<file path="src/rtl/dbnf_pkg.sv">
// Shared types and constants for the detection box suppression filter.
package dbnf_pkg;

  localparam int unsigned MAX_CLASSES = 4;
  localparam int unsigned COORD_W     = 16;
  localparam int unsigned SCORE_W     = 16;
  localparam int unsigned CLASS_W     = 2;
  localparam int unsigned ENTRY_W     = 4 * COORD_W + SCORE_W + CLASS_W;
  localparam int unsigned IN_DATA_W   = 128;
  localparam int unsigned OUT_DATA_W  = 88;
  localparam int unsigned OUT_USER_W  = 2;
  localparam int unsigned CFG_IDX_W   = 3;
  localparam int unsigned CFG_DATA_W  = 16;
  localparam int unsigned CMP_LAT     = 5;

  typedef enum logic [CFG_IDX_W-1:0] {
    REG_CONF_THR  = 3'd0,
    REG_IOU_THR   = 3'd1,
    REG_CLASS_CNT = 3'd2,
    REG_FRAME_W   = 3'd3,
    REG_FRAME_H   = 3'd4
  } cfg_reg_t;

  typedef enum logic [2:0] {
    ST_IDLE,
    ST_SCAN_A,
    ST_SCAN_B,
    ST_CMP,
    ST_EMIT_SCAN,
    ST_EMIT_RD,
    ST_EMIT_LOAD,
    ST_EMIT_NONE
  } state_t;

  typedef struct packed {
    logic in_ready;
    logic a_clear;
    logic a_inc;
    logic b_load;
    logic b_inc;
    logic cmp_start;
    logic kill_a;
    logic kill_b;
    logic out_load;
    logic out_empty;
    logic frame_clear;
  } cmd_t;

  typedef struct packed {
    logic a_end;
    logic b_end;
    logic alive_a;
    logic alive_b;
    logic cmp_done;
    logic cmp_hit;
    logic a_wins;
    logic is_last;
    logic out_free;
  } sts_t;

endpackage

</file>
<file path="src/rtl/dbnf_ctrl.sv">
// Sequencer for box intake, pairwise suppression and survivor output.
module dbnf_ctrl (
  input  logic          clk,
  input  logic          rst_n,
  input  logic          in_tvalid,
  input  logic          in_tlast,
  input  dbnf_pkg::sts_t sts,
  output dbnf_pkg::cmd_t cmd
);
  import dbnf_pkg::*;

  state_t state_r, state_nxt;

  always_ff @(posedge clk) begin
    if (!rst_n) begin
      state_r <= ST_IDLE;
    end else begin
      state_r <= state_nxt;
    end
  end

  always_comb begin
    state_nxt = state_r;
    cmd       = '0;
    case (state_r)
      ST_IDLE: begin
        cmd.in_ready = 1'b1;
        if (in_tvalid && in_tlast) begin
          cmd.a_clear = 1'b1;
          state_nxt   = ST_SCAN_A;
        end
      end
      ST_SCAN_A: begin
        if (sts.a_end) begin
          cmd.a_clear = 1'b1;
          state_nxt   = ST_EMIT_SCAN;
        end else if (!sts.alive_a) begin
          cmd.a_inc = 1'b1;
        end else begin
          cmd.b_load = 1'b1;
          state_nxt  = ST_SCAN_B;
        end
      end
      ST_SCAN_B: begin
        if (sts.b_end) begin
          cmd.a_inc = 1'b1;
          state_nxt = ST_SCAN_A;
        end else if (!sts.alive_b) begin
          cmd.b_inc = 1'b1;
        end else begin
          cmd.cmp_start = 1'b1;
          state_nxt     = ST_CMP;
        end
      end
      ST_CMP: begin
        if (sts.cmp_done) begin
          if (!sts.cmp_hit) begin
            cmd.b_inc = 1'b1;
            state_nxt = ST_SCAN_B;
          end else if (sts.a_wins) begin
            cmd.kill_b = 1'b1;
            cmd.b_inc  = 1'b1;
            state_nxt  = ST_SCAN_B;
          end else begin
            cmd.kill_a = 1'b1;
            cmd.a_inc  = 1'b1;
            state_nxt  = ST_SCAN_A;
          end
        end
      end
      ST_EMIT_SCAN: begin
        if (sts.a_end) begin
          state_nxt = ST_EMIT_NONE;
        end else if (!sts.alive_a) begin
          cmd.a_inc = 1'b1;
        end else begin
          state_nxt = ST_EMIT_RD;
        end
      end
      ST_EMIT_RD: begin
        state_nxt = ST_EMIT_LOAD;
      end
      ST_EMIT_LOAD: begin
        if (sts.out_free) begin
          cmd.out_load = 1'b1;
          if (sts.is_last) begin
            cmd.frame_clear = 1'b1;
            state_nxt       = ST_IDLE;
          end else begin
            cmd.a_inc = 1'b1;
            state_nxt = ST_EMIT_SCAN;
          end
        end
      end
      ST_EMIT_NONE: begin
        if (sts.out_free) begin
          cmd.out_load    = 1'b1;
          cmd.out_empty   = 1'b1;
          cmd.frame_clear = 1'b1;
          state_nxt       = ST_IDLE;
        end
      end
      default: begin
        state_nxt = ST_IDLE;
      end
    endcase
  end
endmodule

</file>
<file path="config.mk">
export PLATFORM = sky130hd
export DESIGN_NAME = dbnf_ctrl
export DESIGN_NICKNAME = d
export VERILOG_FILES = /design/src/rtl/dbnf_pkg.sv /design/src/rtl/dbnf_ctrl.sv
export SDC_FILE = /design/constraint.sdc
export NUM_CORES = 1
export LEC_CHECK = 0
export BUFFER_PORTS_ARGS = -buffer_cell sky130_fd_sc_hd__buf_2
export CORE_AREA = 2 2 39 41
export CTS_CLUSTER_DIAMETER = 120
export CTS_CLUSTER_SIZE = 8
export DETAILED_ROUTE_END_ITERATION = 12
export DIE_AREA = 0 0 41 43
export PLACE_DENSITY = 0.6
export SETUP_SLACK_MARGIN = 0.4
export SYNTH_ARGS = -nofsm -noshare
export SYNTH_HDL_FRONTEND = slang
export SYNTH_SLANG_ARGS = --single-unit
</file>
<file path="constraint.sdc">
create_clock -name clk -period 2.38 [get_ports clk]
set_input_delay 0.119 -clock clk [delete_from_list [all_inputs] [get_ports clk]]
set_output_delay 0.119 -clock clk [all_outputs]
set_load 0.02 [all_outputs]
</file>
==> run summary, run 1 <==
The type of the worst setup path is reg2out. Synthesis inferred 3 register bits. Static timing analysis puts the maximum clock frequency at 578 MHz. In the final layout, the registers with the most flip-flops are state_r (3). The switching power share of the total is a little under half. The design internal power came out at 0.242 mW. Leaving out fill and tap cells, the most frequent cell in the layout is sky130_fd_sc_hd__buf_2.

The final number of hold-violating endpoints is 0. The final core utilization came out at a little under two fifths. Counting tap cells, the placed design contains a total of 91 instances. For this run, the number of Yosys warnings is 0. Summed over all nets, wire length on met3 after detailed routing comes to around 65 µm. The cell with the largest stage delay on the worst path is sky130_fd_sc_hd__dfxtp_1. The number of antenna violations at the first check in global routing is 0. The combinational share of power came out at 54.2%.

Setup repair after global routing left no endpoint under its margin. The total CTS buffers came out at 3. For this design the static power due to leakage is 0.260 nW.

The detailed router used layers up to and including met3. The wire length on met1 is around 450 µm. In the final layout, the share of cells above drive strength 1 is between 30% and 40%. Leaving out fill and tap cells, the most frequent cells in the layout are 23 x sky130_fd_sc_hd__buf_2, 7 x sky130_fd_sc_hd__nand2_1, 6 x sky130_fd_sc_hd__nor2_1.

The largest net degree at the start of global routing is 15. The transition time of the tightest slew-check pin is ~0.48 ns. The number of nets in the synthesized netlist is between 60 and 70. The run finished with clean final reports. The path with the worst hold slack has its endpoint at state_r[1]. The accumulated negative setup slack came out at 0 ns. The worst setup path is launched from a register. The number of instances in the synthesized netlist is 55. STA classifies the critical path endpoint as an output pin.

The first global-routing pass estimated ~1600 µm of wire. The routed length per placed instance is 10.6 µm. The I/O pin total is 24. The via count of the first global-routing pass is 397. The flip-flop count of the largest register, all copies and words added is 3. The worst pin sits at a relative slew slack of about two thirds. The clock period could shrink to roughly 1.7 ns. The worst slack at placement came out at roughly 0.89 ns. The part of the power in the clock network is 18.8%. The count of cell types in the netlist came out at 28. In this run the most critical hold path is launched from rst_n. The post-route clock skew came out at ~0.00078 ns. The detailed-route DRC error count came out at 0.

Counting flops per register, the top entry is state_r. The routed layout has 474 vias. The final net count came out at 93. The clock input transition at the sequential cells of the worst setup and hold paths came out at about 0.030 ns.

The initial core utilization came out at between 20% and 30%. The number of violations of the max-capacitance limit came out at 0. The synthesized area per cell came out at approximately 6.7 µm². The detail route stage leaves a number of antenna-violating nets equal to 0. For this design, the CTS-stage hold fixing added 0 buffers. The final RePlAce weighted congestion is 0.737. For this run, the detailed router's first-pass iteration total came to 4. The clock sink total is 3.

The row count came out at 14. The total overflow left after global routing is 0. The final max-slew violation count came to 0.

The fraction of post-synthesis cell area in the top cell type by area is ~16%. The worst-case register-to-register setup slack came out at between 0.8 and 0.9 ns. The part of the Yosys area used for sequential elements is 16.3%.

For this run, the total global-route usage over all layers was measured as between 10% and 20%. The worst path meets setup with approximately 0.65 ns of slack. The floorplan die area came out at ~1800 µm².

The final wirelength is 1000 µm. The number of cells traversed by the worst register-to-register path came out at 4. The number of input and output port buffers inserted is 23. The die span in x is roughly 41 µm.

The DRC marker count from the first detailed-route iteration came out at 7. Total power for the finished layout comes to approximately 0.46 mW. The netlist area before placement came out at 369 µm². Dividing the final minimum period by the clock period gives 72.7%. The biggest cell delay along the critical path came out at 0.50 ns. The final antenna diode count came out at 0. The area growth from synthesis to layout is 38.3%. The clock root buffer is sky130_fd_sc_hd__clkbuf_4. The net switching power is 0.220 mW. Data on the critical path is required at its endpoint by between 2 and 2.5 ns.

The placeable core area is about 1400 µm². In the routed layout, each cell is associated on average with a via count of 4.99. Traced cell by cell, the critical path runs through nor2b_1 -> nand3_1 -> o22ai_1 -> a31o_2 -> buf_2. The CTS tree is built. Measured along the y axis, the die boundary spans between 40 and 50 µm. At the worst endpoint, the arrival time is 1.61 ns. The final number of setup-violating endpoints came out at 0. The non-filler instance count after layout came out at 95.

Across the VDD grid, the largest voltage drop is 0.499 mV. The min-delay analysis places its worst path in the category in2reg. The post-DP HPWL is 811 µm. The total power per unit cell area is between 900 and 1000 nW/µm². Along the worst hold path, the cell count comes to 2. The maximum fanout count along the critical path came out at 11. The synthesized design spends more area on one cell type than any other, namely sky130_fd_sc_hd__dfxtp_1. After synthesis, the cell types taking the most area are sky130_fd_sc_hd__dfxtp_1 16%, sky130_fd_sc_hd__nand2_1 7.1%, sky130_fd_sc_hd__nor2_1 6.1%. The endpoint identified for the worst register-to-register timing path is state_r[2]. The later pin in the worst-skew pair is clocked with a latency of ~0.23 ns. The sequential cell fraction of total power is 27.0%. The number of gates resized after cts came out at 0. The number of H-tree levels came out at 1.

Once the clock tree was built, the setup fixing pass inserted 0 buffers. The sum of met2 wire segment lengths after detailed routing is between 400 and 500 µm. No sink is reached through more buffers than the 2 on the longest clock path.

The reg-to-reg startpoint is state_r[0].
worst max path at each step:
stage	from	end	slack (ns)	cells after the start
finish	state_r[1]	cmd[8]	0.65	5
global route	state_r[1]	cmd[8]	0.44	5
CTS	state_r[1]	cmd[8]	0.64	5
detailed placement	state_r[1]	cmd[8]	0.89	5
global placement	state_r[1]	cmd[8]	0.85	5
floorplan	state_r[1]	cmd[6]	0.99	4
power groups by stage:
stage          clock network, mW  logic, mW  registers [mW]
6_report                  0.0870      0.251           0.125
5_1_grt                   0.0968      0.274           0.133
4_1_cts                   0.0928      0.253           0.123
3_5_place_dp                   0      0.252           0.124
3_3_place_gp                   0      0.251           0.124
2_1_floorplan                  0      0.237          0.0826
cell type report:
cell class              count  area, µm²
well taps                  16       20.0
fillers                   159        873
flip-flops and latches      3       60.1
clock buffers               4       26.3
inverters                   2       7.51
repair buffers             23        115
multi-input cells          47        282
through the flow:
step / hold slack [ns] / instance area, µm²
after detailed placement: 0.381 / 484
after global routing: 0.154 / 510
after global placement: 0.372 / 484
final: 0.146 / 510
after floorplan: 0.237 / 369
after CTS: 0.139 / 510
Yosys cell counts (all sizes together):
library cell and instances:
a211oi 1, a21o 1, a21oi 4, a22oi 1
a31o 1, and2 1, and3 2, buf 3
dfxtp 3, inv 2, mux2i 1, nand2 7
nand2b 2, nand3 3, nand3b 2, nor2 6
nor2b 3, o211ai 2, o21a 2, o21ai 2
o22ai 2, o32a 1, o32ai 1, or2 1
xor2 1
layer usage:
layer  track usage [%]  vias up
li1                  -      249
met1              17.3      214
met2              18.8       11
met4              6.00        0
met3              4.71        0
met5                 0        -
cell families (layout without fill, tap and decap cells):
kind of cell              Yosys count  in the layout  share of synthesized area, %
xor gates and xnor gates            1              1                          2.37
AOI/OAI and AO/OA                  18             18                          34.6
DFF                                 3              3                          16.3
and+or+nand+nor                    27             27                          36.6
muxes                               1              1                          2.71
buffers and inverters               5             29                          7.45
critical path: cells and delay by family, from the launching register on:
family	cells	cell delay, ns
compound gates	2	0.32
buf+inv	1	0.15
flops	1	0.50
simple gates	2	0.40
Power figures use the tool's default switching activity.
==> inputs of run 2 (changes only) <==
--- a/config.mk
+++ b/config.mk
@@ -11,7 +11,7 @@
 export CTS_CLUSTER_SIZE = 8
 export DETAILED_ROUTE_END_ITERATION = 12
 export DIE_AREA = 0 0 41 43
-export PLACE_DENSITY = 0.6
+export PLACE_DENSITY = 0.62
 export SETUP_SLACK_MARGIN = 0.4
 export SYNTH_ARGS = -nofsm -noshare
 export SYNTH_HDL_FRONTEND = slang
==> constraint.sdc (replaced) <==
create_clock -name clk -period 1.5 [get_ports clk]
set_input_delay 0.075 -clock clk [delete_from_list [all_inputs] [get_ports clk]]
set_output_delay 0.075 -clock clk [all_outputs]
set_load 0.02 [all_outputs]
==> run 2 against run 1 <==
Compared with the run above:
- sequential share of layout area decreased by 2.4 points
- global-route usage increased by 1.7 points
- non-clock buffer count increased by 11
==> run summary, run 2 (same netlist as run 1, synthesis figures left out) <==
The run finished with clean final reports. The total power consumption of the routed design is 1.10 mW (+140%). The routed length per placed instance was 11.6 µm (+9.5%). The clock latency of the later-clocked register in the worst-skew pair is 0.23 ns (about the same). The largest registers in the layout are state_r (3). The worst relative slew slack came out at 82.2% (+14 points). state_r holds more flip-flops than any other register. The accumulated negative setup slack is 0 ns (unchanged).

The type of the worst setup path is reg2out. The worst hold-check path type is in2reg. The count of vias placed by the detailed router came out at 550 (+16%). The final wirelength came out at 1230 µm (+22%). The detailed-route DRC error count came out at 0 (unchanged). The global routing usage summed across all routing layers is 14.9% (+1.7 points). The share of post-route cells with drive strength above 1 came out at 62.2% (+26 points). The signed area change from the synthesized netlist to the final layout is 105%. Derived from the worst setup path, the maximum achievable clock frequency is around 750 MHz.

The final antenna diode count is 0 (unchanged). The post-DP HPWL came out at 849 µm (+4.8%). The worst path needs ~1.3 ns of the cycle, external delays included.

The clock root buffer is sky130_fd_sc_hd__clkbuf_4. The worst setup margin came out at 0.161 ns (-0.489 ns). The largest net degree at the start of global routing came out at 9 (-6). The row count is 14 (unchanged). The die span in x came out at 41 µm (unchanged). In the layout the commonest cells are 12 x sky130_fd_sc_hd__buf_2, 12 x sky130_fd_sc_hd__buf_6, 9 x sky130_fd_sc_hd__buf_4. The initial core utilization is 26.7% (unchanged).

The final RePlAce weighted congestion came to 0.815 (+11%). The I/O pin total is 24 (unchanged). The final critical-path share of the clock period came out at about nine tenths. The final number of hold-violating endpoints is 0 (unchanged). The maximum fanout count along the critical path came out at 6 (-5). TritonCTS built the clock tree. The DRC marker count from the first detailed-route iteration came out at 6 (-1). The clock sink total came to 3 (unchanged). The filler cell count is 130 (-18%). The die outline height is 43 µm (unchanged).

The number of input and output port buffers inserted is 23 (unchanged). The number of routed nets with antenna violations is 0 (unchanged). The post-route clock skew came out at 0.00172 ns (+0.000937 ns). The first-pass GRT wire length came out at 1840 µm (+15%). The post-detailed-placement cell area is 536 µm² (+11%). The final net count is 104 (+12%).

The via count of the first global-routing pass was 483 (+22%). The kind of start point of the critical path is a register. The required time of the critical path came out at 1.42 ns (-0.84 ns). The total power per unit cell area is 1450 nW/µm² (+60%). The maximum ir drop on the vdd rail came out at 0.712 mV (+43%). The total CTS buffers was 3 (unchanged). The floorplan die area is 1760 µm² (unchanged). The largest buffer count on any clock path is 2 (unchanged). Setup repair after global routing could not meet its margin everywhere.

The clock input transition at the sequential cells of the worst setup and hold paths came out at 0.04 ns (about the same). The sort of element at the end of the critical path is an output pin. The final number of setup-violating endpoints came out at 0 (unchanged).

The first-pass detailed-route iteration total is 4 (unchanged). The data arrival time of the critical path is 1.26 ns (-0.35 ns). The final instance area is 758 µm² (+49%). The leftover overflow at the end of global routing came out at 0 (unchanged).

The number of antenna violations at the first check in global routing is 0 (unchanged). The number of violations of the max-capacitance limit is 0 (unchanged). The placeable core area is 1380 µm² (unchanged). The final max-slew violation count came to 0 (unchanged). The flip-flop count of the largest register, all copies and words added is 3 (unchanged). The transition time of the tightest slew-check pin came out at 0.266 ns (-0.210 ns). The detailed-route vias per instance came to 5.19 (+4.0%). The reported leakage power was 0.339 nW (+30%). The worst slack at placement was 0.162 ns (-0.727 ns). The number of H-tree levels came out at 1 (unchanged).
[run 2: cell types whose count changed in the layout (fill, tap and decap cells not counted), moves of 3 or more]
| cell | before | now |
|---|---|---|
| sky130_fd_sc_hd__dfxtp_4 | 0 | 3 |
| sky130_fd_sc_hd__nor2_4 | 0 | 4 |
| sky130_fd_sc_hd__nor2_1 | 6 | 2 |
| sky130_fd_sc_hd__dfxtp_1 | 3 | 0 |
| sky130_fd_sc_hd__buf_4 | 0 | 9 |
| sky130_fd_sc_hd__buf_6 | 0 | 12 |
| sky130_fd_sc_hd__buf_2 | 23 | 12 |
[run 2: final timing paths]
kind | from | end | slack [ns] | cells past startpoint
max reg2reg | state_r[2] | state_r[0] | 0.22 | 6
min reg2reg | state_r[1] | state_r[2] | 0.60 | 3
max | state_r[2] | cmd[8] | 0.16 | 5
min | rst_n | state_r[1] | 0.09 | 2
[run 2: layout make-up]
| type | instances | area [µm²] | share of cell area (%) |
|---|---|---|---|
| multi-input cells | 47 | 355 | 46.9 |
| repair buffers | 34 | 278 | 36.6 |
| clock buffers | 4 | 26.3 | 3.47 |
| well taps | 16 | 20.0 | 2.64 |
| flip-flops and latches | 3 | 71.3 | 9.41 |
| inverters | 2 | 7.51 | 0.990 |
[run 2: metal layers]
| metal | up-vias | GRT usage [%] | share of wire [%] |
|---|---|---|---|
| met5 | - | 0 | 0 |
| met4 | 0 | 4.00 | 0.49 |
| met2 | 22 | 25.6 | 51 |
| met1 | 254 | 16.6 | 43 |
| li1 | 272 | - | - |
| met3 | 2 | 4.71 | 5.9 |
[run 2: power breakdown]
group | internal [mW] | leakage, nW | switching [mW] | total (mW)
clock | 0.0997 | 0.0150 | 0.0413 | 0.141
combinational | 0.411 | 0.297 | 0.365 | 0.777
sequential | 0.125 | 0.0267 | 0.0564 | 0.181
[run 2: per-stage QoR]
step	hold WS, ns	cells	util (%)
6_report	0.0927	106	54.8
5_1_grt	0.0964	106	54.8
4_1_cts	0.0876	106	51.3
3_5_place_dp	0.335	94	38.7
3_3_place_gp	0.329	94	38.7
2_1_floorplan	0.193	55	-
[run 2: what timing repair did]
item	4_1_cts	5_1_grt
buffers inserted	8	0
endpoints found under the setup margin	14	14
pin swaps	8	2
resized for setup	29	12
hold buffers	0	0
[run 2: worst max-delay path: stages (launching register included)]
cell	delay, ns
sky130_fd_sc_hd__dfxtp_4	0.36
sky130_fd_sc_hd__xor2_1	0.17
sky130_fd_sc_hd__nand2_1	0.09
sky130_fd_sc_hd__o22ai_2	0.06
sky130_fd_sc_hd__a31o_2	0.22
sky130_fd_sc_hd__buf_6	0.13
==> inputs of run 3 (changes only) <==
--- a/config.mk
+++ b/config.mk
@@ -11,7 +11,7 @@
 export CTS_CLUSTER_SIZE = 8
 export DETAILED_ROUTE_END_ITERATION = 12
 export DIE_AREA = 0 0 41 43
-export PLACE_DENSITY = 0.62
+export PLACE_DENSITY = 0.6
 export SETUP_SLACK_MARGIN = 0.4
 export SYNTH_ARGS = -nofsm -noshare
 export SYNTH_HDL_FRONTEND = slang
==> constraint.sdc (replaced) <==
create_clock -name clk -period 1.6 [get_ports clk]
set_input_delay 0.08 -clock clk [delete_from_list [all_inputs] [get_ports clk]]
set_output_delay 0.08 -clock clk [all_outputs]
set_load 0.02 [all_outputs]
==> run 3 against run 2 <==
Compared with the run above:
- routed wire length grew 11%
- global-route usage up 1.2 points
- clock power decreased by 6%
- critical path type unchanged
- via count down 0.55%
- sequential power is 2% higher
- critical endpoint unchanged
- sequential share of layout area fell by 0.24 points
- flip-flop and latch count stayed put
==> run summary, run 3 (same netlist as run 1, synthesis figures left out) <==
The flow ran to the end, and the final reports show no timing, DRC or antenna violations. The worst slack at placement was 0.220 ns (+0.0580 ns). The row count came out at 14 (unchanged). The share of post-route cells with drive strength above 1 is 63.8% (+1.6 points). The total CTS buffers came out at 3 (unchanged).

The worst register-to-register path begins at state_r[2]. The final number of hold-violating endpoints was 0 (unchanged). The via count of the first global-routing pass is 485 (+0.41%).

The reported leakage power is 0.367 nW (+8.1%). The I/O pin total came to 24 (unchanged). For the finished layout, the period the worst path requires is approximately 1.4 ns.

The root buffer cell chosen for the clock tree is sky130_fd_sc_hd__clkbuf_4. The top cell types in the final layout, fill and taps aside, are 14 x sky130_fd_sc_hd__buf_4, 12 x sky130_fd_sc_hd__buf_2, 12 x sky130_fd_sc_hd__buf_6. In this run the most critical hold path is launched from rst_n.

From synthesis to final layout, the design area changed by 111%. The detailed-route vias per instance is 4.97 (-4.2%). The die span in x came out at 41 µm (unchanged). The final number of setup-violating endpoints came out at 0 (unchanged). The floorplan die area came to 1760 µm² (unchanged). The required time of the critical path came out at 1.52 ns (+0.10 ns). The maximum ir drop on the vdd rail came out at 0.611 mV (-14%). The clock input transition at the sequential cells of the worst setup and hold paths is 0.04 ns (about the same). The worst setup path is launched from a register. The initial core utilization came to 26.7% (unchanged).

The post-DP HPWL came out at 830 µm (-2.2%). The largest buffer count on any clock path came out at 2 (unchanged). The leftover overflow at the end of global routing is 0 (unchanged). The register bank with the most flops is state_r.

The clock latency of the later-clocked register in the worst-skew pair came out at 0.23 ns (about the same). In this run the critical register-to-register path is captured at state_r[2]. TritonCTS built the clock tree. The final net count came out at 108 (+3.8%). The number of routed nets with antenna violations is 0 (unchanged).

The first-pass detailed-route iteration total came to 4 (unchanged). The critical path is of the reg2out type. The placeable core area was 1380 µm² (unchanged). The global routing usage summed across all routing layers came out at 16.1% (+1.2 points). The cell count after placement is 93 (-1.1%). The number of input and output port buffers inserted was 23 (unchanged). The post-detailed-placement cell area was 499 µm² (-6.8%).

The detailed-route DRC error count came out at 0 (unchanged). The filler cell count came to 134 (+3.1%). The number of H-tree levels came out at 1 (unchanged).

The data arrival time of the critical path came out at 1.32 ns (+0.06 ns). The routed length per placed instance was 12.4 µm (+7.1%). The worst relative slew slack came out at 82.8% (+0.58 points).

The hold path depth is 2 (unchanged). Derived from the worst setup path, the maximum achievable clock frequency is ~720 MHz. The final antenna diode count came out at 0 (unchanged). The number of antenna violations at the first check in global routing is 0 (unchanged). The flip-flop count of the largest register, all copies and words added is 3 (unchanged). Leaving out fill and tap cells, the most frequent cell in the layout is sky130_fd_sc_hd__buf_4.

The first-pass GRT wire length is 2010 µm (+9.3%). The total power per unit cell area is 1310 nW/µm² (-9.8%). The accumulated negative setup slack came to 0 ns (unchanged).

The quantity of hold-fixing buffers added after cts was 0 (unchanged). The final max-slew violation count is 0 (unchanged). The largest registers in the layout are state_r (3). The total power consumption of the routed design came to 1.02 mW (-7.4%).

The min-delay analysis places its worst path in the category in2reg. The worst-case register-to-register setup slack came to 0.28 ns (+0.06 ns). Setup repair after global routing could not meet its margin everywhere.

The worst hold path terminates at state_r[1]. The transition time of the tightest slew-check pin is 0.257 ns (-0.00869 ns). The final wirelength came out at 1360 µm (+11%). Of the available clock period, the critical path in the final layout requires slightly below 90%. The number of cells traversed by the worst register-to-register path is 5 (-1). The non-filler instance count after layout came to 110 (+3.8%). The flip-flop and latch area was 71.3 µm² (unchanged).

The final RePlAce weighted congestion came to 0.774 (-5.1%). The die outline height is 43 µm (unchanged). The final instance area is 778 µm² (+2.6%). The multi-input gate area in the final layout is 353 µm² (-0.70%). The DRC marker count from the first detailed-route iteration came out at 7 (+1). The clock sink total is 3 (unchanged).

The worst setup margin came to 0.202 ns (+0.0417 ns). The count of vias placed by the detailed router came to 547 (-0.55%). The number of violations of the max-capacitance limit is 0 (unchanged). The post-route clock skew came to 0.000592 ns (-0.00113 ns). The sort of element at the end of the critical path is an output pin. The largest net degree at the start of global routing came out at 9 (unchanged). The maximum fanout count along the critical path came out at 4 (-2).
==> run 3: area by class of cell <==
class	count	area share, %
repair buffers	38	38.6
inverters	2	0.965
flip-flops and latches	3	9.16
clock buffers	4	3.38
well taps	16	2.57
multi-input cells	47	45.3
==> run 3: metal layers <==
layer / GRT usage [%] / wire length [µm]
met1: 19.9 / 593
met2: 25.9 / 738
met3: 3.66 / 30
met4: 6.00 / 0
met5: 0 / 0
==> run 3: critical path: stages, from the launching register on <==
cell and delay (ns):
sky130_fd_sc_hd__dfxtp_4 0.36, sky130_fd_sc_hd__nor2b_4 0.17, sky130_fd_sc_hd__nand3_2 0.11, sky130_fd_sc_hd__o22ai_2 0.19
sky130_fd_sc_hd__a31o_2 0.14, sky130_fd_sc_hd__buf_6 0.11
==> run 3: worst max-delay path by stage <==
stage / from / slack [ns] / to / cells after the start
4_1_cts: state_r[2] / 0.25 / cmd[8] / 5
3_5_place_dp: state_r[0] / 0.22 / state_r[2] / 4
5_1_grt: state_r[1] / 0.15 / cmd[8] / 5
3_3_place_gp: state_r[1] / 0.26 / cmd[8] / 5
2_1_floorplan: state_r[1] / 0.40 / cmd[6] / 4
6_report: state_r[1] / 0.20 / cmd[8] / 5
==> run 3: power breakdown <==
part / total (mW) / switching, mW / internal, mW / leakage, nW
registers: 0.185 / 0.0677 / 0.117 / 0.0267
clock network: 0.133 / 0.0397 / 0.0935 / 0.0150
logic: 0.699 / 0.320 / 0.379 / 0.325
total: 1.02 / 0.428 / 0.590 / 0.367
==> run 3: repair_timing <==
action / in CTS / in global routing
resized for setup: 32 / 13
setup endpoints to repair: 14 / 14
buffers inserted: 8 / 5
pin swaps: 5 / 6
==> run 3: metrics by stage <==
stage | util (%) | hold slack (ns)
after CTS | 49.8 | 0.0899
after detailed placement | 36.1 | 0.339
after global placement | 36.1 | 0.334
final | 56.2 | 0.105
after floorplan | - | 0.198
after global routing | 56.2 | 0.107
